$ cat src/wfvc_pkg.sv
// ----------------------------------------------------------------------------
// wfvc_pkg
// Shared types, mode codes, register indexes and helpers for the
// wall-following velocity controller.
// ----------------------------------------------------------------------------
package wfvc_pkg;

    // Field widths
    localparam int DIST_W = 12;
    localparam int LIN_W  = 12;
    localparam int ANG_W  = 16;
    localparam int CNT_W  = 8;
    localparam int CFG_IDX_W  = 3;
    localparam int CFG_DATA_W = 12;

    // Surroundings classes
    localparam logic [1:0] MODE_EMPTY = 2'd0;
    localparam logic [1:0] MODE_RIGHT = 2'd1;
    localparam logic [1:0] MODE_LEFT  = 2'd2;
    localparam logic [1:0] MODE_FRONT = 2'd3;

    // Register indexes
    localparam logic [CFG_IDX_W-1:0] REG_OBSTACLE_THRESH = 3'd0;
    localparam logic [CFG_IDX_W-1:0] REG_WALL_THRESH     = 3'd1;
    localparam logic [CFG_IDX_W-1:0] REG_CRUISE_SPEED    = 3'd2;
    localparam logic [CFG_IDX_W-1:0] REG_TURN_SPEED      = 3'd3;
    localparam logic [CFG_IDX_W-1:0] REG_WALL_GAIN       = 3'd4;
    localparam logic [CFG_IDX_W-1:0] REG_LINEAR_STEP     = 3'd5;
    localparam logic [CFG_IDX_W-1:0] REG_ANGULAR_STEP    = 3'd6;
    localparam logic [CFG_IDX_W-1:0] REG_WARMUP_TICKS    = 3'd7;

    // Register reset values
    localparam logic [11:0] OBSTACLE_THRESH_RST = 12'd250;
    localparam logic [11:0] WALL_THRESH_RST     = 12'd150;
    localparam logic [11:0] CRUISE_SPEED_RST    = 12'd200;
    localparam logic [11:0] TURN_SPEED_RST      = 12'd1500;
    localparam logic [7:0]  WALL_GAIN_RST       = 8'd25;
    localparam logic [9:0]  LINEAR_STEP_RST     = 10'd50;
    localparam logic [9:0]  ANGULAR_STEP_RST    = 10'd100;
    localparam logic [7:0]  WARMUP_TICKS_RST    = 8'd11;

    typedef struct packed {
        logic [11:0] obstacle_thresh;
        logic [11:0] wall_thresh;
        logic [11:0] cruise_speed;
        logic [11:0] turn_speed;
        logic [7:0]  wall_gain;
        logic [9:0]  linear_step;
        logic [9:0]  angular_step;
        logic [7:0]  warmup_ticks;
    } cfg_t;

    typedef struct packed {
        logic [DIST_W-1:0] left_front;
        logic [DIST_W-1:0] left_back;
        logic [DIST_W-1:0] front_left;
        logic [DIST_W-1:0] front_right;
        logic [DIST_W-1:0] right_front;
        logic [DIST_W-1:0] right_back;
    } sample_t;

    typedef struct packed {
        logic [LIN_W-1:0]        linear_now;
        logic signed [ANG_W-1:0] angular_now;
        logic                    turn_left;
        logic [CNT_W-1:0]        warmup_count;
    } state_t;

    typedef struct packed {
        logic [LIN_W-1:0]        linear_velocity;
        logic signed [ANG_W-1:0] angular_velocity;
        logic                    command_valid;
        logic [1:0]              mode;
    } result_t;

    // Ramp toward target: move by step while 2*|cur-target| > 3*step,
    // otherwise land on the target. Never overshoots.
    function automatic logic signed [16:0] ramp(
        input logic signed [16:0] cur,
        input logic signed [16:0] target,
        input logic [9:0]         step
    );
        logic signed [17:0] d;
        logic [17:0]        mag;
        logic [18:0]        twice;
        logic [11:0]        thrice;
        logic signed [16:0] step_s;
        logic signed [16:0] r;
        d      = $signed({cur[16], cur}) - $signed({target[16], target});
        mag    = d[17] ? 18'(-d) : 18'(d);
        twice  = {mag, 1'b0};
        thrice = {2'b00, step} + {1'b0, step, 1'b0};
        step_s = $signed({7'd0, step});
        if (twice > {7'd0, thrice})
            r = (d > 18'sd0) ? (cur - step_s) : (cur + step_s);
        else
            r = target;
        return r;
    endfunction

    // Clamp a gain product to 16-bit signed
    function automatic logic signed [15:0] sat16(input logic signed [21:0] v);
        logic signed [15:0] r;
        if (v > 22'sd32767)
            r = 16'sh7fff;
        else if (v < -22'sd32768)
            r = 16'sh8000;
        else
            r = v[15:0];
        return r;
    endfunction

endpackage

$ cat src/wfvc_cfg_regs.sv
// ----------------------------------------------------------------------------
// wfvc_cfg_regs
// Configuration register file; writes truncate to each register's width.
// ----------------------------------------------------------------------------
module wfvc_cfg_regs
(
    input  logic                             clk,
    input  logic                             rst_n,
    input  logic                             cfg_valid,
    output logic                             cfg_ready,
    input  logic [wfvc_pkg::CFG_IDX_W-1:0]   cfg_index,
    input  logic [wfvc_pkg::CFG_DATA_W-1:0]  cfg_data,
    output wfvc_pkg::cfg_t                   cfg
);

    wfvc_pkg::cfg_t cfg_reg;
    wfvc_pkg::cfg_t cfg_next;

    // Always able to take a write
    assign cfg_ready = 1'b1;
    assign cfg       = cfg_reg;

    // Write decode
    always_comb
    begin
        cfg_next = cfg_reg;
        if (cfg_valid)
        begin
            case (cfg_index)
                wfvc_pkg::REG_OBSTACLE_THRESH: cfg_next.obstacle_thresh = cfg_data;
                wfvc_pkg::REG_WALL_THRESH:     cfg_next.wall_thresh     = cfg_data;
                wfvc_pkg::REG_CRUISE_SPEED:    cfg_next.cruise_speed    = cfg_data;
                wfvc_pkg::REG_TURN_SPEED:      cfg_next.turn_speed      = cfg_data;
                wfvc_pkg::REG_WALL_GAIN:       cfg_next.wall_gain       = cfg_data[7:0];
                wfvc_pkg::REG_LINEAR_STEP:     cfg_next.linear_step     = cfg_data[9:0];
                wfvc_pkg::REG_ANGULAR_STEP:    cfg_next.angular_step    = cfg_data[9:0];
                wfvc_pkg::REG_WARMUP_TICKS:    cfg_next.warmup_ticks    = cfg_data[7:0];
                default:                       cfg_next = cfg_reg;
            endcase
        end
    end

    always_ff @(posedge clk or negedge rst_n)
    begin
        if (!rst_n)
        begin
            cfg_reg.obstacle_thresh <= wfvc_pkg::OBSTACLE_THRESH_RST;
            cfg_reg.wall_thresh     <= wfvc_pkg::WALL_THRESH_RST;
            cfg_reg.cruise_speed    <= wfvc_pkg::CRUISE_SPEED_RST;
            cfg_reg.turn_speed      <= wfvc_pkg::TURN_SPEED_RST;
            cfg_reg.wall_gain       <= wfvc_pkg::WALL_GAIN_RST;
            cfg_reg.linear_step     <= wfvc_pkg::LINEAR_STEP_RST;
            cfg_reg.angular_step    <= wfvc_pkg::ANGULAR_STEP_RST;
            cfg_reg.warmup_ticks    <= wfvc_pkg::WARMUP_TICKS_RST;
        end
        else
        begin
            cfg_reg <= cfg_next;
        end
    end

endmodule

$ cat src/wfvc_datapath.sv
// ----------------------------------------------------------------------------
// wfvc_datapath
// Classification and velocity update for one sample set; produces the
// next controller state and the result item.
// ----------------------------------------------------------------------------
module wfvc_datapath
(
    input  wfvc_pkg::cfg_t    cfg,
    input  wfvc_pkg::sample_t smp,
    input  wfvc_pkg::state_t  cur,
    output wfvc_pkg::state_t  nxt,
    output wfvc_pkg::result_t res
);

    logic               front_hit;
    logic               right_wall;
    logic               left_wall;
    logic [12:0]        right_sum;
    logic [12:0]        left_sum;
    logic               turn_left_new;
    logic signed [16:0] turn_pos;
    logic signed [16:0] turn_target;
    logic signed [16:0] ang_cur;
    logic signed [16:0] ang_to_turn;
    logic signed [16:0] ang_to_zero;
    logic signed [16:0] lin_ramped;
    logic signed [12:0] right_diff;
    logic signed [12:0] left_diff;
    logic signed [8:0]  gain_s;
    logic signed [21:0] right_prod;
    logic signed [21:0] left_prod;
    logic               warming;

    // Classification
    assign front_hit  = (smp.front_left < cfg.obstacle_thresh) ||
                        (smp.front_right < cfg.obstacle_thresh);
    assign right_wall = (smp.right_front < cfg.wall_thresh) &&
                        (smp.right_back < cfg.wall_thresh);
    assign left_wall  = (smp.left_front < cfg.wall_thresh) &&
                        (smp.left_back < cfg.wall_thresh);

    // Turn away from the nearer side; tie turns left
    assign right_sum     = {1'b0, smp.right_front} + {1'b0, smp.right_back};
    assign left_sum      = {1'b0, smp.left_front} + {1'b0, smp.left_back};
    assign turn_left_new = !(right_sum > left_sum);

    // Ramps
    assign turn_pos    = $signed({5'd0, cfg.turn_speed});
    assign turn_target = turn_left_new ? turn_pos : -turn_pos;
    assign ang_cur     = $signed({cur.angular_now[15], cur.angular_now});
    assign ang_to_turn = wfvc_pkg::ramp(ang_cur, turn_target, cfg.angular_step);
    assign ang_to_zero = wfvc_pkg::ramp(ang_cur, 17'sd0, cfg.angular_step);
    assign lin_ramped  = wfvc_pkg::ramp($signed({5'd0, cur.linear_now}),
                                        $signed({5'd0, cfg.cruise_speed}),
                                        cfg.linear_step);

    // Wall-following gain terms; right side uses back minus front
    assign gain_s     = $signed({1'b0, cfg.wall_gain});
    assign right_diff = $signed({1'b0, smp.right_back}) - $signed({1'b0, smp.right_front});
    assign left_diff  = $signed({1'b0, smp.left_front}) - $signed({1'b0, smp.left_back});
    assign right_prod = gain_s * right_diff;
    assign left_prod  = gain_s * left_diff;

    assign warming = cur.warmup_count < cfg.warmup_ticks;

    // State update and result
    always_comb
    begin
        nxt = cur;
        res.mode = wfvc_pkg::MODE_EMPTY;
        if (front_hit)
        begin
            res.mode        = wfvc_pkg::MODE_FRONT;
            nxt.turn_left   = turn_left_new;
            nxt.linear_now  = '0;
            nxt.angular_now = ang_to_turn[15:0];
        end
        else if (right_wall)
        begin
            res.mode        = wfvc_pkg::MODE_RIGHT;
            nxt.linear_now  = lin_ramped[11:0];
            nxt.angular_now = wfvc_pkg::sat16(right_prod);
        end
        else if (left_wall)
        begin
            res.mode        = wfvc_pkg::MODE_LEFT;
            nxt.linear_now  = lin_ramped[11:0];
            nxt.angular_now = wfvc_pkg::sat16(left_prod);
        end
        else
        begin
            nxt.linear_now  = lin_ramped[11:0];
            nxt.angular_now = ang_to_zero[15:0];
        end

        if (warming)
            nxt.warmup_count = cur.warmup_count + 8'd1;

        res.linear_velocity  = nxt.linear_now;
        res.angular_velocity = nxt.angular_now;
        res.command_valid    = !warming;
    end

endmodule

$ cat src/wall_following_velocity_controller.sv
// ----------------------------------------------------------------------------
// wall_following_velocity_controller
// Top level: input register, velocity datapath, controller state and
// result register.
// ----------------------------------------------------------------------------
// One item per clock while out_stall stays low. An accepted sample set is
// registered in the input register, classified and applied to the velocity
// state from there, and its command lands in the result register, with the
// state update, once the result register is free; out_valid rises with that
// write. The ramped velocities are held in registers that update once per
// item, so each item sees the state its predecessor left. The result register
// lets a new item enter while a finished one waits; in_stall rises only when
// an item sits in the input register and the result register is both full
// and stalled.
module wall_following_velocity_controller
(
    input  logic                             clk,
    input  logic                             rst_n,

    input  logic                             cfg_valid,
    output logic                             cfg_ready,
    input  logic [wfvc_pkg::CFG_IDX_W-1:0]   cfg_index,
    input  logic [wfvc_pkg::CFG_DATA_W-1:0]  cfg_data,

    input  logic                             in_valid,
    output logic                             in_stall,
    input  logic [wfvc_pkg::DIST_W-1:0]      left_front_dist,
    input  logic [wfvc_pkg::DIST_W-1:0]      left_back_dist,
    input  logic [wfvc_pkg::DIST_W-1:0]      front_left_dist,
    input  logic [wfvc_pkg::DIST_W-1:0]      front_right_dist,
    input  logic [wfvc_pkg::DIST_W-1:0]      right_front_dist,
    input  logic [wfvc_pkg::DIST_W-1:0]      right_back_dist,

    output logic                             out_valid,
    input  logic                             out_stall,
    output logic [wfvc_pkg::LIN_W-1:0]       linear_velocity,
    output logic signed [wfvc_pkg::ANG_W-1:0] angular_velocity,
    output logic                             command_valid,
    output logic [1:0]                       mode
);

    wfvc_pkg::cfg_t    cfg;
    wfvc_pkg::sample_t smp_reg;
    wfvc_pkg::state_t  state_reg;
    wfvc_pkg::state_t  state_next;
    wfvc_pkg::result_t res_reg;
    wfvc_pkg::result_t res_next;
    logic              s1_valid_reg;
    logic              s1_valid_next;
    logic              out_valid_reg;
    logic              out_valid_next;
    logic              out_free;
    logic              advance;
    logic              load;

    wfvc_cfg_regs u_cfg
    (
        .clk       (clk),
        .rst_n     (rst_n),
        .cfg_valid (cfg_valid),
        .cfg_ready (cfg_ready),
        .cfg_index (cfg_index),
        .cfg_data  (cfg_data),
        .cfg       (cfg)
    );

    wfvc_datapath u_dp
    (
        .cfg (cfg),
        .smp (smp_reg),
        .cur (state_reg),
        .nxt (state_next),
        .res (res_next)
    );

    // Handshake control
    assign out_free = !out_valid_reg || !out_stall;
    assign advance  = s1_valid_reg && out_free;
    assign in_stall = s1_valid_reg && !out_free;
    assign load     = in_valid && !in_stall;

    assign s1_valid_next  = load ? 1'b1 : (advance ? 1'b0 : s1_valid_reg);
    assign out_valid_next = advance ? 1'b1 : (out_stall ? out_valid_reg : 1'b0);

    always_ff @(posedge clk or negedge rst_n)
    begin
        if (!rst_n)
        begin
            s1_valid_reg  <= 1'b0;
            out_valid_reg <= 1'b0;
            state_reg.linear_now   <= '0;
            state_reg.angular_now  <= '0;
            state_reg.turn_left    <= 1'b1;
            state_reg.warmup_count <= '0;
        end
        else
        begin
            s1_valid_reg  <= s1_valid_next;
            out_valid_reg <= out_valid_next;
            if (advance)
                state_reg <= state_next;
        end
    end

    // Payload registers
    always_ff @(posedge clk)
    begin
        if (load)
        begin
            smp_reg.left_front  <= left_front_dist;
            smp_reg.left_back   <= left_back_dist;
            smp_reg.front_left  <= front_left_dist;
            smp_reg.front_right <= front_right_dist;
            smp_reg.right_front <= right_front_dist;
            smp_reg.right_back  <= right_back_dist;
        end
        if (advance)
            res_reg <= res_next;
    end

    assign out_valid        = out_valid_reg;
    assign linear_velocity  = res_reg.linear_velocity;
    assign angular_velocity = res_reg.angular_velocity;
    assign command_valid    = res_reg.command_valid;
    assign mode             = res_reg.mode;

    // Checks
    a_stall_needs_item: assert property (@(posedge clk) disable iff (!rst_n)
        in_stall |-> s1_valid_reg)
        else $error("input stalled with empty input register");

    a_front_stops: assert property (@(posedge clk) disable iff (!rst_n)
        (out_valid_reg && res_reg.mode == wfvc_pkg::MODE_FRONT) |->
        res_reg.linear_velocity == '0)
        else $error("front obstacle result with nonzero linear velocity");

    a_warmup_counted: assert property (@(posedge clk) disable iff (!rst_n)
        (out_valid_reg && !res_reg.command_valid) |-> state_reg.warmup_count != '0)
        else $error("warm-up result without count advance");

    a_state_holds: assert property (@(posedge clk) disable iff (!rst_n)
        !advance |=> $stable(state_reg))
        else $error("controller state changed without an item");

endmodule

$ cat config.mk
export PLATFORM = sky130hd
export DESIGN_NAME = wall_following_velocity_controller
export DESIGN_NICKNAME = d
export VERILOG_FILES = /design/src/wfvc_pkg.sv /design/src/wfvc_cfg_regs.sv /design/src/wfvc_datapath.sv /design/src/wall_following_velocity_controller.sv
export SDC_FILE = /design/constraint.sdc
export NUM_CORES = 1
export LEC_CHECK = 0
export BUFFER_PORTS_ARGS = -buffer_cell sky130_fd_sc_hd__buf_2
export CORE_AREA = 2 2 224 226
export DETAILED_ROUTE_END_ITERATION = 10
export DIE_AREA = 0 0 226 228
export PLACE_DENSITY = 0.72
export SYNTH_ARGS = -nofsm -noshare
export SYNTH_HDL_FRONTEND = slang
export SYNTH_SLANG_ARGS = --single-unit
$ cat constraint.sdc
create_clock -name clk -period 22.3 [get_ports clk]
set_input_delay 6.69 -clock clk [delete_from_list [all_inputs] [get_ports clk]]
set_output_delay 6.69 -clock clk [all_outputs]
set_load 0.02 [all_outputs]
==> results of run 1 <==
-- final cells by class --
type                       instances  area (um^2)  area share
inverter                         442         1660      0.0575
sequential                       225         6190       0.215
multi-input combinational       2202        18600       0.644
timing repair buffer             142          758      0.0263
clock buffer                      31          689      0.0239
tap                              672          841      0.0292
clock inverter                    14          126     0.00438
-- cell usage after synthesis, drive strengths merged (18+ instances only) --
| cell type | n |
|---|---|
| nor3 | 26 |
| clkbuf | 68 |
| a31oi | 18 |
| nand2 | 259 |
| o21ai | 128 |
| fa | 179 |
| xnor2 | 140 |
| mux2i | 37 |
| inv | 442 |
| and2 | 113 |
| nand3 | 21 |
| a21oi | 161 |
| and3 | 18 |
| nor2 | 182 |
| o31ai | 27 |
| nand4 | 22 |
| edfxtp | 103 |
| o21bai | 49 |
| dfrtp | 90 |
| dfstp | 32 |
| nand2b | 33 |
| nor2b | 42 |
| a21o | 71 |
| ha | 349 |
| mux2 | 64 |
| xor2 | 42 |
-- cells in the final DEF (no fill, tap or decap), types with 9 or more instances in the layout --
master,instances
a21boi_0,12
nand2_1,259
mux2i_1,37
nor2_1,182
dfrtp_1,90
o21ai_1,9
nor3_1,24
o31ai_1,26
ha_1,349
a31oi_1,18
and2_1,112
fa_1,179
inv_1,441
o22ai_1,10
a21oi_1,159
or3_1,10
mux2_2,58
o21bai_1,49
a21o_1,71
nand2b_1,33
o21a_1,16
buf_2,123
nor2b_1,42
buf_4,19
a211oi_1,14
or2_2,9
dfstp_2,32
o211ai_1,14
and3_1,18
nor4_1,13
xor2_1,42
xnor2_1,139
o21ai_0,119
clkbuf_16,26
nand3_1,20
nand4_1,19
edfxtp_1,103
-- critical path: stages --
cell     delay (ns)
buf_2          0.10
nand3_1        0.11
inv_1          0.05
buf_2          0.15
-- metal layers --
| layer | vias to the layer above | track usage |
|---|---|---|
| met5 | - | 0 |
| met4 | 0 | 0.0739 |
| met3 | 108 | 0.0309 |
| met2 | 533 | 0.478 |
| met1 | 10300 | 0.354 |
| li1 | 10100 | - |
-- metrics by stage --
step                setup slack, ns  area (um^2)  hold slack [ns]  utilization
detailed placement             8.51        28000            0.473        0.568
finish                         8.50        28800            0.485        0.584
floorplan                      8.67        26700            0.446            -
global route                   8.46        28800            0.491        0.584
global placement               8.50        28000            0.470        0.568
CTS                            8.51        28800            0.487        0.584
-- worst max path at each step --
stage | startpoint | slack, ns | to
floorplan | out_stall | 8.67 | in_stall
global placement | out_stall | 8.50 | in_stall
detailed placement | out_stall | 8.51 | in_stall
CTS | out_stall | 8.51 | in_stall
global route | out_stall | 8.46 | in_stall
finish | out_stall | 8.50 | in_stall
-- cell families (layout without fill, tap and decap cells) --
group,Yosys count,in the layout,share of synthesized area
compound gates,607,607,0.150
xor+xnor,184,184,0.0617
buf+inv,518,629,0.0738
simple gates,781,781,0.144
fa+ha+maj,528,528,0.298
flops,225,225,0.232
mux,101,101,0.0417
other cells,1,1,0.000140
==> impl_metrics.tcl, run 1 <==
set metrics [dict create \
    critical_path_class "in2out" \
    highest-signal-layer "met4" \
    syn_avg_cell_area_um2 9.07 \
    r2r_end "state_reg[10]$_DFFE_PN0P_" \
    cts-hold-fix-buffers 0 \
    drt_wl_total_um 68400 \
    syn_inst 2945 \
    synth_area_um2 26700 \
    yosys.area.top_type "ha_1" \
    critical_path_required_ns 15.61 \
    routed-wl-met3_um 3130 \
    hold_end "state_reg[7]$_DFFE_PN0P_" \
    min_path_cells 1 \
    ys.flop_type "edfxtp_1" \
    cap_violations 0 \
    async_reset_ff_frac 0.542 \
    port_buffers 124 \
    grt_pass1_wl_um 113000 \
    core-area_um2 49300 \
    rsz0062_at_grt "no" \
    die_area_um2 51500 \
    ctsRootBufferMaster "clkbuf_16" \
    wl_met2_um 33500 \
    hold_viol 0 \
    drt_iter0_markers 1342 \
    worstPathMaxFanout 3 \
    dpl.hpwl_um 54900 \
    post_cts_resize_count 0 \
    cp.arrival_ns 7.11 \
    synth.top_cell.area_share 0.164 \
    finalCritPeriodShare 0.619 \
    via_count 21100 \
    post-cts-setup-buffers 0 \
    cts_tree "built" \
    nFillCells 4316 \
    grt.total_usage 0.272 \
    reg2regPathDepth 46 \
    synth_edf_count 103 \
    end_kind "output port" \
    clock_path_buffers 3 \
    tightest_slew_ns 1.22 \
    die_h_um 228 \
    fin_crit_ns 13.80 \
    start_util 0.541 \
    synth.distinct_cells 92 \
    wl_per_cell_um 18.3 \
    grt_antenna_before_repair 0 \
    status "finished, final reports clean" \
    rows 82 \
    clk_latency_ns 0.55 \
    final_cells 3728 \
    grt_max_degree 75 \
    fin_nets 3658 \
    ys_seq_area_frac 0.232 \
    setup_viol 0 \
    path_clk_slew_ns 0.06 \
    overflow 0 \
    htree_levels 1 \
    drc 0 \
    cts_inserted_buffers 25 \
    synth_area_leaders "ha_1 16%, fa_1 13%, edfxtp_1 12%, dfrtp_1 8.4%, inv_1 6.2%" \
    start_kind "input pin" \
    grt_pass1_vias 22100 \
    largest_reg_flops 84 \
    clock_skew_ns 0.0260 \
    drive_above_1_share 0.104 \
    slew_viol_final 0 \
    dr.pass1.iters 6 \
    finalWeightedCongestion 0.967 \
    ioPinCount 126 \
    timing.fmax_mhz 72.5 \
    timing.rr.start "smp_reg[1]$_DFFE_PP_" \
    synth_warnings 0 \
    syn_nets 3565 \
    final_antenna_net_count 0 \
    rrSetupSlack_ns 11.65 \
    min_from "state_reg[7]$_DFFE_PN0P_" \
    ys_seq_elements 225 \
    viasPerCell 5.66 \
    die_w_um 226 \
    dp.cells 3683 \
    maxSlewHeadroom 0.178 \
    setup_tns_ns 0 \
    wl_met1_um 30000 \
    hp-class "reg2reg" \
    diodes 0 \
    area_delta_synth_final_pct 7.96 \
    clock_sinks 225 \
]
Power of run 1 is not shown: default switching activity piles up to over one toggle a cycle in this logic, so the estimate is an artifact.
==> inputs of run 2 (changes only) <==
--- a/config.mk
+++ b/config.mk
@@ -9,7 +9,7 @@
 export CORE_AREA = 2 2 224 226
 export DETAILED_ROUTE_END_ITERATION = 10
 export DIE_AREA = 0 0 226 228
-export PLACE_DENSITY = 0.72
+export PLACE_DENSITY = 0.75
 export SYNTH_ARGS = -nofsm -noshare
 export SYNTH_HDL_FRONTEND = slang
 export SYNTH_SLANG_ARGS = --single-unit
==> constraint.sdc (replaced) <==
create_clock -name clk -period 12.38 [get_ports clk]
set_input_delay 3.714 -clock clk [delete_from_list [all_inputs] [get_ports clk]]
set_output_delay 3.714 -clock clk [all_outputs]
set_load 0.02 [all_outputs]
==> run 2 against run 1 <==
Net effect: via count is 0.86% higher; highest routed layer unchanged; utilization grew 0.31 points; worst hold slack improved by 0.0055 ns; critical path type is now reg2reg.
==> impl_metrics.tcl, run 2 (synthesized netlist as in run 1, its figures left out) <==
set metrics [dict create \
    setup_viol 0 \
    drt_wl_total_um 72000 \
    multi_input_area_um2 18600 \
    cp_common_cell "nor2_1" \
    htree_levels 1 \
    overflow 0 \
    grt.total_usage 0.284 \
    grt_max_degree 73 \
    slowest_delay_ns 0.91 \
    finalCritPeriodShare 0.915 \
    final_cells 3733 \
    port_buffers 124 \
    rsz0062_at_grt "no" \
    slew_viol_final 0 \
    area_delta_synth_final_pct 8.53 \
    drt_iter0_markers 1267 \
    critical_path_class "reg2reg" \
    clock_skew_ns 0.0158 \
    cts_inserted_buffers 27 \
    drc 0 \
    core-area_um2 49300 \
    clk_latency_ns 0.57 \
    end_kind "register" \
    dpl.hpwl_um 58400 \
    start_util 0.541 \
    dp.cells 3682 \
    clock_path_buffers 3 \
    hold_viol 0 \
    fin_crit_ns 11.33 \
    mostFrequentLayoutCell "inv_1" \
    via_count 21300 \
    post-cts-setup-buffers 0 \
    start_kind "register" \
    critPathSlowestCell "o31ai_2" \
    ioPinCount 126 \
    critical_path_required_ns 12.65 \
    rows 82 \
    path_clk_slew_ns 0.06 \
    die_h_um 228 \
    finalWeightedCongestion 0.933 \
    dr.pass1.iters 5 \
    final_antenna_net_count 0 \
    tightest_slew_ns 1.15 \
    setup_tns_ns 0 \
    ctsRootBufferMaster "clkbuf_16" \
    nFillCells 4234 \
    fin_nets 3659 \
    largest_reg_flops 84 \
    wl_per_cell_um 19.3 \
    hp-class "reg2reg" \
    cp.arrival_ns 11.60 \
    die_w_um 226 \
    cts-hold-fix-buffers 0 \
    die_area_um2 51500 \
    drive_above_1_share 0.107 \
    worstPathMaxFanout 15 \
    viasPerCell 5.70 \
    grt_antenna_before_repair 0 \
    timing.fmax_mhz 88.3 \
    cap_violations 0 \
    cts_tree "built" \
    clock_sinks 225 \
    maxSlewHeadroom 0.216 \
    grt_pass1_vias 22000 \
    mostFrequentLayoutCells "441 x inv_1, 349 x ha_1, 259 x nand2_1" \
    status "finished, final reports clean" \
    seq_area_um2 6190 \
    post_cts_resize_count 0 \
    grt_pass1_wl_um 116000 \
]
==> run 2: changes by cell type in the layout (fill, tap and decap cells not counted), sizes merged <==
cell | previous run | this run
inv | 443 | 446
clkbuf | 31 | 33
buf | 142 | 141
bufinv | 2 | 3
clkinvlp | 2 | 1
diode | 0 | 1
==> run 2: area by class of cell <==
| cell class | instances | share of cell area |
|---|---|---|
| Sequential cell | 225 | 0.213 |
| Antenna cell | 1 | 0.0000863 |
| Clock buffer | 33 | 0.0266 |
| Timing Repair Buffer | 141 | 0.0259 |
| Clock inverter | 17 | 0.00695 |
| Tap cell | 672 | 0.0290 |
| Inverter | 442 | 0.0572 |
| Multi-Input combinational cell | 2202 | 0.641 |
==> run 2: path summary, 6_finish.rpt <==
| path | start | endpoint | slack (ns) | cells after the start |
|---|---|---|---|---|
| max | smp_reg[12]$_DFFE_PP_ | angular_velocity[13]$_DFFE_PP_ | 1.05 | 47 |
| min in group asynchronous | rst_n | u_cfg.cfg[69]$_DFFE_PN0P_ | 3.29 | 1 |
| min reg2reg | s1_valid_reg$_DFFE_PN0P_ | out_valid$_DFFE_PN0P_ | 0.49 | 1 |
| min | s1_valid_reg$_DFFE_PN0P_ | out_valid$_DFFE_PN0P_ | 0.49 | 1 |
| max reg2reg | smp_reg[12]$_DFFE_PP_ | angular_velocity[13]$_DFFE_PP_ | 1.05 | 47 |
| max in group asynchronous | rst_n | state_reg[31]$_DFFE_PN0P_ | 7.78 | 2 |
==> run 2: per-layer routing <==
layer	vias to the layer above	global-route usage	routed length, um
met3	139	0.0413	4060
li1	10100	-	-
met2	613	0.486	34500
met1	10400	0.372	31100
met5	-	0	0
met4	0	0.0859	2360
==> run 2: critical path, delay by kind of cell, from the launching register on <==
family                     cells  cell delay (ns)
and+or+nand+nor               16             2.25
muxes                          1             0.52
adders and majority gates      5             1.42
xor gates and xnor gates       1             0.14
AOI/OAI and AO/OA             22             5.96
buffers and inverters          2             0.32
DFF                            1             0.39
==> run 2: per-stage QoR <==
step / util / instance area [um^2] / hold slack [ns] / setup WS, ns
4_1_cts: 0.587 / 29000 / 0.491 / 1.22
2_1_floorplan: - / 26700 / 0.446 / 3.78
3_5_place_dp: 0.568 / 28000 / 0.477 / 1.30
3_3_place_gp: 0.568 / 28000 / 0.463 / 1.67
5_1_grt: 0.587 / 29000 / 0.512 / 0.0795
6_report: 0.587 / 29000 / 0.491 / 1.05
Power of run 2 is left out for the same reason.
